[src/rtl/nearest_palette_color_match_macros.svh]
// ----------------------------------------------------------------------------
// nearest palette colour match: assertion macros
// Concurrent check helpers used by the top-level rtl file.
// ----------------------------------------------------------------------------
`ifndef NEAREST_PALETTE_COLOR_MATCH_MACROS_SVH
`define NEAREST_PALETTE_COLOR_MATCH_MACROS_SVH

// same-cycle implication, held off during reset
`define NPCM_ASSERT_SAME(label, clk, rst_n, ante, cons) \
    label: assert property (@(posedge clk) disable iff (!(rst_n)) (ante) |-> (cons)) \
        else $error("npcm check failed");

// next-cycle implication, held off during reset
`define NPCM_ASSERT_NEXT(label, clk, rst_n, ante, cons) \
    label: assert property (@(posedge clk) disable iff (!(rst_n)) (ante) |=> (cons)) \
        else $error("npcm check failed");

`endif

[src/rtl/npcm_pkg.sv]
// ----------------------------------------------------------------------------
// npcm_pkg
// Shared constants, types and the palette rom for the colour matcher.
// ----------------------------------------------------------------------------
`default_nettype none

package npcm_pkg;

    localparam int unsigned PALETTE_SIZE    = 16;
    localparam int unsigned LIST_LEN        = 16;
    localparam int unsigned LIST_LEVELS     = $clog2(LIST_LEN);
    localparam int unsigned POS_WIDTH       = 4;
    localparam int unsigned INDEX_WIDTH     = 4;
    localparam int unsigned COUNT_WIDTH     = 5;
    localparam int unsigned CHAN_WIDTH      = 8;
    localparam int unsigned PIXEL_WIDTH     = 24;
    localparam int unsigned SUM_WIDTH       = 10;
    localparam int unsigned PROD_WIDTH      = 19;
    localparam int unsigned DIST_WIDTH      = 9;
    localparam int unsigned THIRD_SHIFT     = 11;
    localparam int unsigned CFG_INDEX_WIDTH = 8;
    localparam int unsigned CFG_DATA_WIDTH  = 64;
    localparam int unsigned OUT_TDATA_WIDTH = 8;

    // x * 683 >> 11 equals x / 3 for x up to 765
    localparam logic [SUM_WIDTH-1:0] RECIP_THIRD = 10'd683;

    // larger than any real distance, so an unsearched position never wins
    localparam logic [DIST_WIDTH-1:0] DIST_NONE = 9'd256;

    localparam logic [CFG_INDEX_WIDTH-1:0] REG_SUBSET_INDICES = 8'd0;
    localparam logic [CFG_INDEX_WIDTH-1:0] REG_SUBSET_COUNT   = 8'd1;

    localparam logic [CFG_DATA_WIDTH-1:0] SUBSET_INDICES_RESET = 64'hFEDC_BA98_7654_3210;
    localparam logic [COUNT_WIDTH-1:0]    SUBSET_COUNT_RESET   = 5'd16;

    typedef struct packed {
        logic [DIST_WIDTH-1:0] score;
        logic [POS_WIDTH-1:0]  pos;
    } t_cand;

    // palette colours as 0xRRGGBB
    function automatic logic [PIXEL_WIDTH-1:0] rom_color(input logic [INDEX_WIDTH-1:0] idx);
        logic [PIXEL_WIDTH-1:0] col;
        case (idx)
            4'd0:    col = 24'h000000;
            4'd1:    col = 24'hffffff;
            4'd2:    col = 24'h894036;
            4'd3:    col = 24'h7abfc7;
            4'd4:    col = 24'h8a46ae;
            4'd5:    col = 24'h68a941;
            4'd6:    col = 24'h3e31a2;
            4'd7:    col = 24'hd0dc71;
            4'd8:    col = 24'h905f25;
            4'd9:    col = 24'h5c4700;
            4'd10:   col = 24'hbb776d;
            4'd11:   col = 24'h555555;
            4'd12:   col = 24'h808080;
            4'd13:   col = 24'hacea88;
            4'd14:   col = 24'h7c70da;
            4'd15:   col = 24'hababab;
            default: col = 24'h000000;
        endcase
        return col;
    endfunction

endpackage

`default_nettype wire

[src/rtl/npcm_argmin.sv]
// ----------------------------------------------------------------------------
// npcm_argmin
// Compare tree over the list positions; the lower position wins a tie.
// ----------------------------------------------------------------------------
`default_nettype none

module npcm_argmin (
    input  wire npcm_pkg::t_cand [npcm_pkg::LIST_LEN-1:0] i_cands,
    output npcm_pkg::t_cand                               o_best
);

    npcm_pkg::t_cand lvl [0:npcm_pkg::LIST_LEVELS][0:npcm_pkg::LIST_LEN-1];

    always_comb begin
        for (int l = 0; l <= npcm_pkg::LIST_LEVELS; l++) begin
            for (int i = 0; i < npcm_pkg::LIST_LEN; i++) begin
                lvl[l][i] = '0;
            end
        end
        for (int i = 0; i < npcm_pkg::LIST_LEN; i++) begin
            lvl[0][i] = i_cands[i];
        end
        for (int l = 0; l < npcm_pkg::LIST_LEVELS; l++) begin
            for (int i = 0; i < npcm_pkg::LIST_LEN / 2; i++) begin
                if (i < (npcm_pkg::LIST_LEN >> (l + 1))) begin
                    // right side replaces left only when strictly closer
                    if (lvl[l][2*i+1].score < lvl[l][2*i].score) begin
                        lvl[l+1][i] = lvl[l][2*i+1];
                    end else begin
                        lvl[l+1][i] = lvl[l][2*i];
                    end
                end
            end
        end
        o_best = lvl[npcm_pkg::LIST_LEVELS][0];
    end

endmodule

`default_nettype wire

[config.mk]
export PLATFORM = sky130hd
export DESIGN_NAME = npcm_argmin
export DESIGN_NICKNAME = d
export VERILOG_FILES = /design/src/rtl/nearest_palette_color_match_macros.svh /design/src/rtl/npcm_pkg.sv /design/src/rtl/npcm_argmin.sv
export SDC_FILE = /design/constraint.sdc
export NUM_CORES = 1
export LEC_CHECK = 0
export BUFFER_PORTS_ARGS = -buffer_cell sky130_fd_sc_hd__buf_2
export CAP_MARGIN = 20
export CORE_ASPECT_RATIO = 0.7
export CORE_MARGIN = 10
export CORE_UTILIZATION = 47
export DETAILED_ROUTE_END_ITERATION = 8
export PLACE_DENSITY = 0.85
export SYNTH_ARGS = -nofsm -noshare
export SYNTH_HDL_FRONTEND = slang
export SYNTH_SLANG_ARGS = --single-unit
[constraint.sdc]
create_clock -name vclk -period 8.75
set_input_delay 0.4375 -clock vclk [all_inputs]
set_output_delay 0.4375 -clock vclk [all_outputs]
set_load 0.005 [all_outputs]
==> metrics.txt <==
final core utilization 61.9%; effective utilization at floorplan 47.6%; hold wc startpoint i_cands[197]; run status finished, final reports clean; ANT cells 0; slowest stage delay, CP 0.43 ns; leakage power figure 4.06 nW; Setup Crit Path Kind input port to primary output; die extent in y 111 µm; post-DR vias/cell 5.58; syn_nets 1,112; CP required 8.31 ns; drt pass-1 iters 5; type of origin of the critical path input port; initial detailed-routing violation count 443; Post-Syn Area per Cell 6.97 µm²; maximum fanout along the worst path 19; maxcap violations 0; slowest CP cell sky130_fd_sc_hd__or3_1; PortBufs 221; post-route minimum period 8.34 ns; Die Footprint 16,600 µm²; layout clock buffer count 0; arrival time at the worst endpoint 7.90 ns; count of pins over their slew limit 0; total number of sequential cells 0; top library cells by usage in the layout, fill and taps aside 221 x sky130_fd_sc_hd__buf_2, 112 x sky130_fd_sc_hd__ha_1, 111 x sky130_fd_sc_hd__inv_1; ports placed on the boundary 221; register cell area after layout 0 µm²; max_slew headroom 62.0%; Gate Count Post-Synth 792; accumulated negative setup slack 0 ns; Hold Path Depth 6; Cell Rows 33; number of synthesis warnings 0; Fmax 0.120 GHz; number of nets with antenna violations after routing 0; GRT Overall Usage 20.9%; CP Capture Type primary output; Pwr per Cell Area 224 nW/µm²; antenna violations before repair 0; drt wl/cell 16.5 µm; number of unique standard cell types used by synthesis 62; hold buffer count at CTS 0; largest delay contributor family on the critical path compound AO/OA/AOI/OAI gates; portion of the clock cycle consumed by the worst path in the final layout 95.3%; end of the worst hold path o_best[2]; remaining design rule violation count 0; area of the core 11,600 µm²; sequential cell area fraction in the yosys report 0%; placer congestion estimate 0.954; most common library cell in the layout ignoring fill and taps sky130_fd_sc_hd__buf_2; endpoints failing setup 0; area delta synth->final 30.0%; worst hold-check path type input port to primary output; number of global-route vias before repair 6,256; Bufs and invs on worst path 8; fraction of layout instances using a drive strength above 1 30.4%; fin nets 1,350; maximum vdd drop 0.153 mV; Worst-Margin Slew 0.554 ns; most frequent CP cell sky130_fd_sc_hd__a21o_1; overall die width 150 µm; grt total ovfl 0; pin count of the biggest net entering global routing 22; Filler Cells Inserted 1,071; global-route wire length before repair 29,800 µm; final count of hold timing violations 0; vias after detailed routing 6,610; placed wire-length estimate 17,400 µm; final wirelength 19,600 µm; Cell Area, Synth 5520 µm²
-- cell type report --
cell class                 instances  area [µm²]  area share [%]
timing repair buffer             257        1390            19.3
tap                              157         196            2.74
multi-input combinational        660        5180            72.1
inverter                         111         417            5.80
-- where the power goes --
part / switching, mW / internal [mW] / leakage, nW
Clock: 0 / 0 / 0
Combinational: 0.873 / 0.736 / 4.06
Sequential: 0 / 0 / 0
Total: 0.873 / 0.736 / 4.06
-- kinds of logic after synthesis --
kind of cell	Yosys count	synth area share (%)
AO/OA/AOI/OAI	233	28.0
multiplexers	101	18.6
adder cells (fa/ha/maj)	112	25.4
buffers and inverters	132	9.24
AND/OR/NAND/NOR	214	18.8
-- worst max-delay path by stage --
stage                      start         end  slack (ns)  cells past startpoint
global placement     i_cands[31]   o_best[6]        0.29                     43
finish              i_cands[168]  o_best[11]        0.41                     40
global route        i_cands[168]   o_best[5]       -0.09                     43
detailed placement   i_cands[31]  o_best[11]        0.01                     43
floorplan            i_cands[90]  o_best[10]        0.16                     38
CTS                  i_cands[31]  o_best[11]        0.08                     43
-- cells in the mapped netlist, types with 4 or more instances --
cell type | number | area, µm²
sky130_fd_sc_hd__o31a_1 | 4 | 35.0
sky130_fd_sc_hd__inv_1 | 111 | 417
sky130_fd_sc_hd__o221ai_1 | 4 | 35.0
sky130_fd_sc_hd__and2_1 | 4 | 25.0
sky130_fd_sc_hd__and4_1 | 7 | 61.3
sky130_fd_sc_hd__mux2_2 | 12 | 135
sky130_fd_sc_hd__o21ai_1 | 6 | 30.0
sky130_fd_sc_hd__o21ai_0 | 42 | 210
sky130_fd_sc_hd__a2111oi_0 | 4 | 35.0
sky130_fd_sc_hd__and3_1 | 6 | 37.5
sky130_fd_sc_hd__nand2_1 | 69 | 259
sky130_fd_sc_hd__o31ai_1 | 4 | 30.0
sky130_fd_sc_hd__a211o_1 | 4 | 35.0
sky130_fd_sc_hd__nand2b_1 | 6 | 37.5
sky130_fd_sc_hd__o21a_1 | 18 | 135
sky130_fd_sc_hd__a21o_1 | 19 | 143
sky130_fd_sc_hd__mux2i_1 | 88 | 881
sky130_fd_sc_hd__nor2b_1 | 14 | 87.6
sky130_fd_sc_hd__nor3_1 | 5 | 25.0
sky130_fd_sc_hd__nor2_1 | 58 | 218
sky130_fd_sc_hd__o211ai_1 | 6 | 45.0
sky130_fd_sc_hd__nand4_1 | 13 | 81.3
sky130_fd_sc_hd__a31oi_1 | 6 | 37.5
sky130_fd_sc_hd__clkbuf_1 | 14 | 52.6
sky130_fd_sc_hd__a21oi_1 | 71 | 355
sky130_fd_sc_hd__nor3b_1 | 5 | 37.5
sky130_fd_sc_hd__nand3_1 | 13 | 65.1
sky130_fd_sc_hd__ha_1 | 112 | 1400
sky130_fd_sc_hd__or3_1 | 5 | 31.3
sky130_fd_sc_hd__a211oi_1 | 15 | 113
-- routing by layer --
layer	wire, µm	track usage (%)	up-vias	part of all wire, %
met4	98	1.24	0	0.50
met2	8220	31.6	270	42
met3	1820	4.16	6	9.3
met1	9460	30.8	2970	48
met5	0	0	-	0
li1	-	-	3364	-
-- stage by stage --
step | hold WS (ns) | cell area, µm² | std cells | setup WS [ns] | total power [mW]
floorplan | 1.23 | 5520 | 792 | 0.162 | 1.01
global placement | 1.44 | 6940 | 1176 | 0.292 | 1.48
detailed placement | 1.48 | 6940 | 1176 | 0.0116 | 1.50
CTS | 1.48 | 6940 | 1176 | 0.0821 | 1.51
global route | 1.54 | 7180 | 1185 | -0.0914 | 1.77
finish | 1.46 | 7180 | 1185 | 0.412 | 1.61
-- timing repair --
| action | CTS | global route |
|---|---|---|
| pin swaps | 0 | 4 |
| endpoints found under the setup margin | 1 | 13 |
| buffers inserted | 0 | 9 |
| gates resized for setup | 1 | 41 |
(Power assumes the default switching activity.)
