===== config.mk =====
export PLATFORM = sky130hd
export DESIGN_NAME = npcm_lane
export DESIGN_NICKNAME = d
export VERILOG_FILES = /design/src/rtl/nearest_palette_color_match_macros.svh /design/src/rtl/npcm_pkg.sv /design/src/rtl/npcm_lane.sv
export SDC_FILE = /design/constraint.sdc
export NUM_CORES = 1
export LEC_CHECK = 0
export BUFFER_PORTS_ARGS = -buffer_cell sky130_fd_sc_hd__buf_2
export CORE_MARGIN = 4
export CORE_UTILIZATION = 70
export DETAILED_ROUTE_END_ITERATION = 12
export PLACE_DENSITY = 0.91
export SLEW_MARGIN = 25
export SYNTH_ARGS = -nofsm -noshare
export SYNTH_HDL_FRONTEND = slang
export SYNTH_SLANG_ARGS = --single-unit

===== constraint.sdc =====
create_clock -name vclk -period 24.6
set_input_delay 0 -clock vclk [all_inputs]
set_output_delay 0 -clock vclk [all_outputs]
set_load 0.005 [all_outputs]

===== src/rtl/nearest_palette_color_match_macros.svh =====
// ----------------------------------------------------------------------------
// nearest palette colour match: assertion macros
// Concurrent check helpers used by the top-level rtl file.
// ----------------------------------------------------------------------------
`ifndef NEAREST_PALETTE_COLOR_MATCH_MACROS_SVH
`define NEAREST_PALETTE_COLOR_MATCH_MACROS_SVH

// same-cycle implication, held off during reset
`define NPCM_ASSERT_SAME(label, clk, rst_n, ante, cons) \
    label: assert property (@(posedge clk) disable iff (!(rst_n)) (ante) |-> (cons)) \
        else $error("npcm check failed");

// next-cycle implication, held off during reset
`define NPCM_ASSERT_NEXT(label, clk, rst_n, ante, cons) \
    label: assert property (@(posedge clk) disable iff (!(rst_n)) (ante) |=> (cons)) \
        else $error("npcm check failed");

`endif


===== src/rtl/npcm_pkg.sv =====
// ----------------------------------------------------------------------------
// npcm_pkg
// Shared constants, types and the palette rom for the colour matcher.
// ----------------------------------------------------------------------------
`default_nettype none

package npcm_pkg;

    localparam int unsigned PALETTE_SIZE    = 16;
    localparam int unsigned LIST_LEN        = 16;
    localparam int unsigned LIST_LEVELS     = $clog2(LIST_LEN);
    localparam int unsigned POS_WIDTH       = 4;
    localparam int unsigned INDEX_WIDTH     = 4;
    localparam int unsigned COUNT_WIDTH     = 5;
    localparam int unsigned CHAN_WIDTH      = 8;
    localparam int unsigned PIXEL_WIDTH     = 24;
    localparam int unsigned SUM_WIDTH       = 10;
    localparam int unsigned PROD_WIDTH      = 19;
    localparam int unsigned DIST_WIDTH      = 9;
    localparam int unsigned THIRD_SHIFT     = 11;
    localparam int unsigned CFG_INDEX_WIDTH = 8;
    localparam int unsigned CFG_DATA_WIDTH  = 64;
    localparam int unsigned OUT_TDATA_WIDTH = 8;

    // x * 683 >> 11 equals x / 3 for x up to 765
    localparam logic [SUM_WIDTH-1:0] RECIP_THIRD = 10'd683;

    // larger than any real distance, so an unsearched position never wins
    localparam logic [DIST_WIDTH-1:0] DIST_NONE = 9'd256;

    localparam logic [CFG_INDEX_WIDTH-1:0] REG_SUBSET_INDICES = 8'd0;
    localparam logic [CFG_INDEX_WIDTH-1:0] REG_SUBSET_COUNT   = 8'd1;

    localparam logic [CFG_DATA_WIDTH-1:0] SUBSET_INDICES_RESET = 64'hFEDC_BA98_7654_3210;
    localparam logic [COUNT_WIDTH-1:0]    SUBSET_COUNT_RESET   = 5'd16;

    typedef struct packed {
        logic [DIST_WIDTH-1:0] score;
        logic [POS_WIDTH-1:0]  pos;
    } t_cand;

    // palette colours as 0xRRGGBB
    function automatic logic [PIXEL_WIDTH-1:0] rom_color(input logic [INDEX_WIDTH-1:0] idx);
        logic [PIXEL_WIDTH-1:0] col;
        case (idx)
            4'd0:    col = 24'h000000;
            4'd1:    col = 24'hffffff;
            4'd2:    col = 24'h894036;
            4'd3:    col = 24'h7abfc7;
            4'd4:    col = 24'h8a46ae;
            4'd5:    col = 24'h68a941;
            4'd6:    col = 24'h3e31a2;
            4'd7:    col = 24'hd0dc71;
            4'd8:    col = 24'h905f25;
            4'd9:    col = 24'h5c4700;
            4'd10:   col = 24'hbb776d;
            4'd11:   col = 24'h555555;
            4'd12:   col = 24'h808080;
            4'd13:   col = 24'hacea88;
            4'd14:   col = 24'h7c70da;
            4'd15:   col = 24'hababab;
            default: col = 24'h000000;
        endcase
        return col;
    endfunction

endpackage

`default_nettype wire


===== src/rtl/npcm_lane.sv =====
// ----------------------------------------------------------------------------
// npcm_lane
// Distance from one pixel to one palette colour: sum of channel differences
// divided by three, or a no-match value when the position is not searched.
// ----------------------------------------------------------------------------
`default_nettype none

module npcm_lane (
    input  wire logic [npcm_pkg::PIXEL_WIDTH-1:0] i_pixel,
    input  wire logic [npcm_pkg::INDEX_WIDTH-1:0] i_pal_index,
    input  wire logic                             i_active,
    output logic      [npcm_pkg::DIST_WIDTH-1:0]  o_dist
);

    logic [npcm_pkg::INDEX_WIDTH-1:0] idx;
    logic [npcm_pkg::PIXEL_WIDTH-1:0] col;
    logic [npcm_pkg::CHAN_WIDTH-1:0]  ad_r;
    logic [npcm_pkg::CHAN_WIDTH-1:0]  ad_g;
    logic [npcm_pkg::CHAN_WIDTH-1:0]  ad_b;
    logic [npcm_pkg::SUM_WIDTH-1:0]   sum;
    logic [npcm_pkg::PROD_WIDTH-1:0]  prod;

    function automatic logic [npcm_pkg::CHAN_WIDTH-1:0] abs_diff(
        input logic [npcm_pkg::CHAN_WIDTH-1:0] a,
        input logic [npcm_pkg::CHAN_WIDTH-1:0] b
    );
        return (a > b) ? (a - b) : (b - a);
    endfunction

    always_comb begin
        // indices past the palette saturate to its last entry
        if ({1'b0, i_pal_index} >= (npcm_pkg::INDEX_WIDTH+1)'(npcm_pkg::PALETTE_SIZE)) begin
            idx = npcm_pkg::INDEX_WIDTH'(npcm_pkg::PALETTE_SIZE - 1);
        end else begin
            idx = i_pal_index;
        end
        col  = npcm_pkg::rom_color(idx);
        // rom red is compared with the pixel's low byte, rom blue with its high byte
        ad_r = abs_diff(col[23:16], i_pixel[7:0]);
        ad_g = abs_diff(col[15:8],  i_pixel[15:8]);
        ad_b = abs_diff(col[7:0],   i_pixel[23:16]);
        sum  = npcm_pkg::SUM_WIDTH'(ad_r) + npcm_pkg::SUM_WIDTH'(ad_g)
             + npcm_pkg::SUM_WIDTH'(ad_b);
        prod = npcm_pkg::PROD_WIDTH'(sum) * npcm_pkg::PROD_WIDTH'(npcm_pkg::RECIP_THIRD);
        if (i_active) begin
            o_dist = {1'b0, prod[npcm_pkg::THIRD_SHIFT +: npcm_pkg::CHAN_WIDTH]};
        end else begin
            o_dist = npcm_pkg::DIST_NONE;
        end
    end

endmodule

`default_nettype wire


==> results of run 1 <==
[layout by cell type (no fill, tap or decap), types with 2 or more instances in the layout]
cell type and count:
a211o_1 2, a211oi_1 7, a21boi_0 3, a21o_1 17, a21oi_1 45, a31o_2 3, a31oi_1 3, and2_1 4
and3_1 3, buf_2 38, fa_1 34, ha_1 116, inv_1 115, mux2_2 3, mux2i_1 18, nand2_1 19
nand2b_1 7, nand3_1 2, nand3b_1 5, nand4_1 6, nor2_1 41, nor2b_1 15, nor3_1 6, o2111ai_1 2
o211ai_1 5, o21a_1 8, o21ai_0 28, o22ai_1 2, o31a_1 5, o32ai_4 2, xnor2_1 30, xor2_1 8
[cells by family after synthesis]
kind of cell	Yosys count
mux	21
xor+xnor	38
simple gates	113
buf+inv	129
compound gates	141
fa+ha+maj	150
[final timing paths]
kind | startpoint | end | slack, ns | cells past startpoint
setup / recovery | i_pal_index[0] | o_dist[2] | 15.11 | 40
hold / removal | i_active | o_dist[4] | 0.31 | 4
[cell type report]
class	count	area share
Tap cell	77	0.0196
Timing Repair Buffer	38	0.0386
Multi-Input combinational cell	463	0.853
Inverter	116	0.0884
[metal layers]
metal / up-vias / GRT usage
met5: - / 0
met4: 0 / 0.0319
met3: 20 / 0.0175
met2: 161 / 0.465
met1: 1979 / 0.378
li1: 2059 / -
[critical path, delay by kind of cell]
family / cells / cell delay [ns]
xor+xnor: 3 / 0.86
mux: 1 / 0.26
fa+ha+maj: 10 / 4.06
buf+inv: 8 / 0.78
simple gates: 6 / 0.66
compound gates: 12 / 2.86
[per-stage QoR]
step	util	hold slack [ns]	instances	setup WS [ns]
floorplan	-	0.0741	592	16.29
CTS	0.763	0.305	694	14.95
detailed placement	0.763	0.301	694	14.97
finish	0.767	0.308	694	15.11
global placement	0.763	0.301	694	15.53
global route	0.767	0.345	694	14.57
==> results.py, run 1 <==
metrics = {
    "global_route": {
        "antenna_found_initial": 0,
        "grt_max_degree": 36,
        "grt-ovfl-total": 0,
        "grt_pass1_vias": 4070,
        "grt_use_total": 0.268,
        "grt_pass1_wl_microns": 18600,
    },
    "critical_path": {
        "start_kind": "input pin",
        "endpoint_kind": "output pin",
        "worst-endpoint-required_ns": 24.60,
        "critical_path_class": "in2out",
        "cp_common_cell": "inv_1",
        "worstPathMaxFanout": 14,
        "cp.arrival_ns": 9.49,
        "cpPeakStageDelay_ns": 0.66,
        "crit_slowest_cell": "o32ai_4",
    },
    "routing": {
        "met2_length_microns": 5130,
        "wl_met1_microns": 5030,
        "route.detailed.drc": 0,
        "wl_per_cell_microns": 15.9,
        "first_pass_iters": 5,
        "vias_per_cell": 6.08,
        "wl_microns": 11000,
        "drtAntennaViolNets": 0,
        "vias": 4219,
        "drtIter0Drc": 330,
        "dr.max_layer_used": "met4",
        "dr_wl_met3_microns": 700,
    },
    "clocking": {
        "ctsResizeCount": 0,
        "post-cts-setup-buffers": 0,
        "cts_hold_buffers": 0,
    },
    "floorplanning": {
        "fp.dieW_microns": 89.8,
        "rows": 29,
        "die_y_microns": 89.8,
        "coreArea_sq_um": 6420,
        "dieArea_sq_um": 8070,
        "io-pin-count": 38,
        "start_util": 0.730,
    },
    "synthesis": {
        "yosysTopAreaCellShare": 0.310,
        "synth_common_cells": "116 x ha_1, 115 x inv_1, 45 x a21oi_1, 41 x nor2_1, 34 x fa_1",
        "synth_area_sq_um": 4690,
        "synth_seq_area_share": 0,
        "yosys.area_share.xor_xnor": 0.0710,
        "synth_simple_gate_area_frac": 0.120,
        "syn_nets": 771,
        "synthTopCellsByArea": "ha_1 31%, fa_1 15%, inv_1 9.2%",
        "synth.distinct_cells": 49,
        "synth_top_area_cell": "ha_1",
        "avgSynthCellArea_sq_um": 7.92,
        "netlist_instances": 592,
        "synth_compound_area_frac": 0.201,
        "synth_top_family_by_area": "adder cells",
        "yosysWarnings": 0,
        "yosysMostFrequentCell": "ha_1",
        "synth.area.mux_share": 0.0456,
        "synth_adder_area_share": 0.455,
    },
    "hold_path": {
        "hold_class": "in2out",
    },
    "finish": {
        "seq_cell_count": 0,
        "n_fill_cell": 485,
        "multi_input_area_sq_um": 4200,
        "syn_to_final_growth_pct": 5.07,
        "diodes": 0,
        "ff_latch_area_sq_um": 0,
        "drive_above_1_share": 0.0843,
        "postLayoutCellArea_sq_um": 4930,
        "final_nets": 798,
        "nClkBuffers": 0,
    },
    "placement": {
        "dpl.hpwl_microns": 9580,
        "portBuffers": 38,
        "gp_congestion": 0.948,
        "dpl_cell_area_sq_um": 4900,
    },
    "timing": {
        "fin_setup_tns_ns": 0,
        "fin_crit_ns": 9.49,
        "slew_viol_final": 0,
        "worst_pin_slew_ns": 0.806,
        "hold_viol": 0,
        "max_freq_mhz": 105,
        "rsz0062_at_grt": "false",
        "relSlewSlack": 0.458,
        "setup_viol": 0,
        "fin_crit_sh": 0.386,
    },
    "outcome": {
        "run_status": "complete, no violations",
    },
    "job": {
        "cap_violations": 0,
    },
}
Power of run 1 is left out: the tool's default activity adds up to more than one toggle a clock period on the data nets, which glitch-free logic cannot reach.
==> run 2: changes to the inputs <==
CORE_UTILIZATION = 58   (was 70)
PLACE_DENSITY = 0.81   (was 0.91)
clock period = 8.3 ns   (was 24.6 ns; I/O delays follow)
==> run 2 against run 1 <==
First-iteration DRC count is 4.8% higher. Final area is 21% higher. Non-clock buffer count up 59. Utilization is 0.26 points lower. Global-route usage fell by 3.8 points. Routed wire length rose by 26%. Die area increased by 19%. Sequential share of layout area is the same. Largest cell class unchanged.
==> results.py, run 2 (synthesis gave the netlist of run 1 again) <==
metrics = {
    "global_route": {
        "antenna_found_initial": 0,
        "grt_pass1_vias": 4299,
        "grt_max_degree": 19,
        "grt_use_total": 0.229,
        "grt-ovfl-total": 0,
        "grt_pass1_wl_microns": 19000,
    },
    "critical_path": {
        "start_kind": "input pin",
        "cp_common_cell": "ha_4",
        "cp.arrival_ns": 8.29,
        "path_delay_family": "adder cells",
        "endpoint_kind": "output pin",
        "startpoint": "i_pal_index[1]",
        "critical_path_class": "in2out",
        "cpPeakStageDelay_ns": 0.57,
        "worst-endpoint-required_ns": 8.30,
        "path_buf_inv": 11,
        "crit_slowest_cell": "fa_1",
        "worstPathMaxFanout": 4,
    },
    "finish": {
        "final_nets": 858,
        "seq_cell_count": 0,
        "diodes": 0,
        "final_cell_mix": "110 x inv_1, 95 x ha_1, 54 x buf_4, 36 x nor2_1, 36 x buf_2",
        "utilization": 0.764,
        "drive_above_1_share": 0.290,
        "n_fill_cell": 499,
        "multi_input_area_sq_um": 4730,
        "syn_to_final_growth_pct": 27.3,
        "nClkBuffers": 0,
        "ff_latch_area_sq_um": 0,
        "final_common_cell": "inv_1",
    },
    "timing": {
        "relSlewSlack": 0.713,
        "setup_viol": 0,
        "fin_crit_ns": 8.29,
        "slew_viol_final": 0,
        "fin_setup_tns_ns": 0,
        "worst_pin_slew_ns": 0.418,
        "max_freq_mhz": 121,
        "hold_viol": 0,
        "fin_crit_sh": 0.998,
        "holdWs_ns": 0.324,
    },
    "floorplanning": {
        "coreArea_sq_um": 7810,
        "fp.dieW_microns": 97.9,
        "die_y_microns": 97.9,
        "dieArea_sq_um": 9590,
        "rows": 32,
        "io-pin-count": 38,
        "start_util": 0.600,
    },
    "placement": {
        "gp_congestion": 0.931,
        "dpl.hpwl_microns": 9690,
        "portBuffers": 38,
    },
    "job": {
        "cap_violations": 0,
    },
    "routing": {
        "dr.max_layer_used": "met4",
        "route.detailed.drc": 0,
        "met2_length_microns": 7050,
        "vias_per_cell": 5.98,
        "dr_wl_met3_microns": 791,
        "drtAntennaViolNets": 0,
        "wl_met1_microns": 5700,
        "first_pass_iters": 5,
        "vias": 4658,
        "wl_per_cell_microns": 17.9,
        "drtIter0Drc": 346,
        "wl_microns": 13900,
    },
    "clocking": {
        "cts_hold_buffers": 0,
    },
    "hold_path": {
        "min_from": "i_active",
        "hold_class": "in2out",
    },
    "outcome": {
        "run_status": "complete, no violations",
    },
}
## run 2: worst paths after layout
path / slack, ns / cells after the start / end
max: 0.01 / 42 / o_dist[7]
min: 0.32 / 4 / o_dist[4]
## run 2: stage by stage
stage	cell area (sq um)	setup WS, ns	std cells
2_1_floorplan	4690	0.106	592
3_3_place_gp	5170	-0.0249	750
3_5_place_dp	5170	-0.287	750
4_1_cts	5260	-0.0248	757
5_1_grt	5970	-0.272	779
6_report	5970	0.0135	779
## run 2: metal layers
layer  up-vias  global-route usage
li1       2177                   -
met1      2233               0.318
met2       213               0.399
met3        35             0.00929
met4         0              0.0458
met5         -                   0
## run 2: what timing repair did
item / in CTS / in global routing
resized for setup: 11 / 105
pin swaps: 11 / 43
setup endpoints to repair: 7 / 8
setup buffers: 6 / 22
gates cloned: 1 / 0
## run 2: worst min-delay path: stages
cell and delay (ns):
buf_2 0.11, nand2_1 0.06, a31oi_1 0.04, buf_2 0.12
## run 2: final cells by class
class,instances,share of cell area
inverter,116,0.0730
tap,102,0.0214
multi-input combinational,464,0.793
timing repair buffer,97,0.113
Power of run 2 is left out for the same reason.
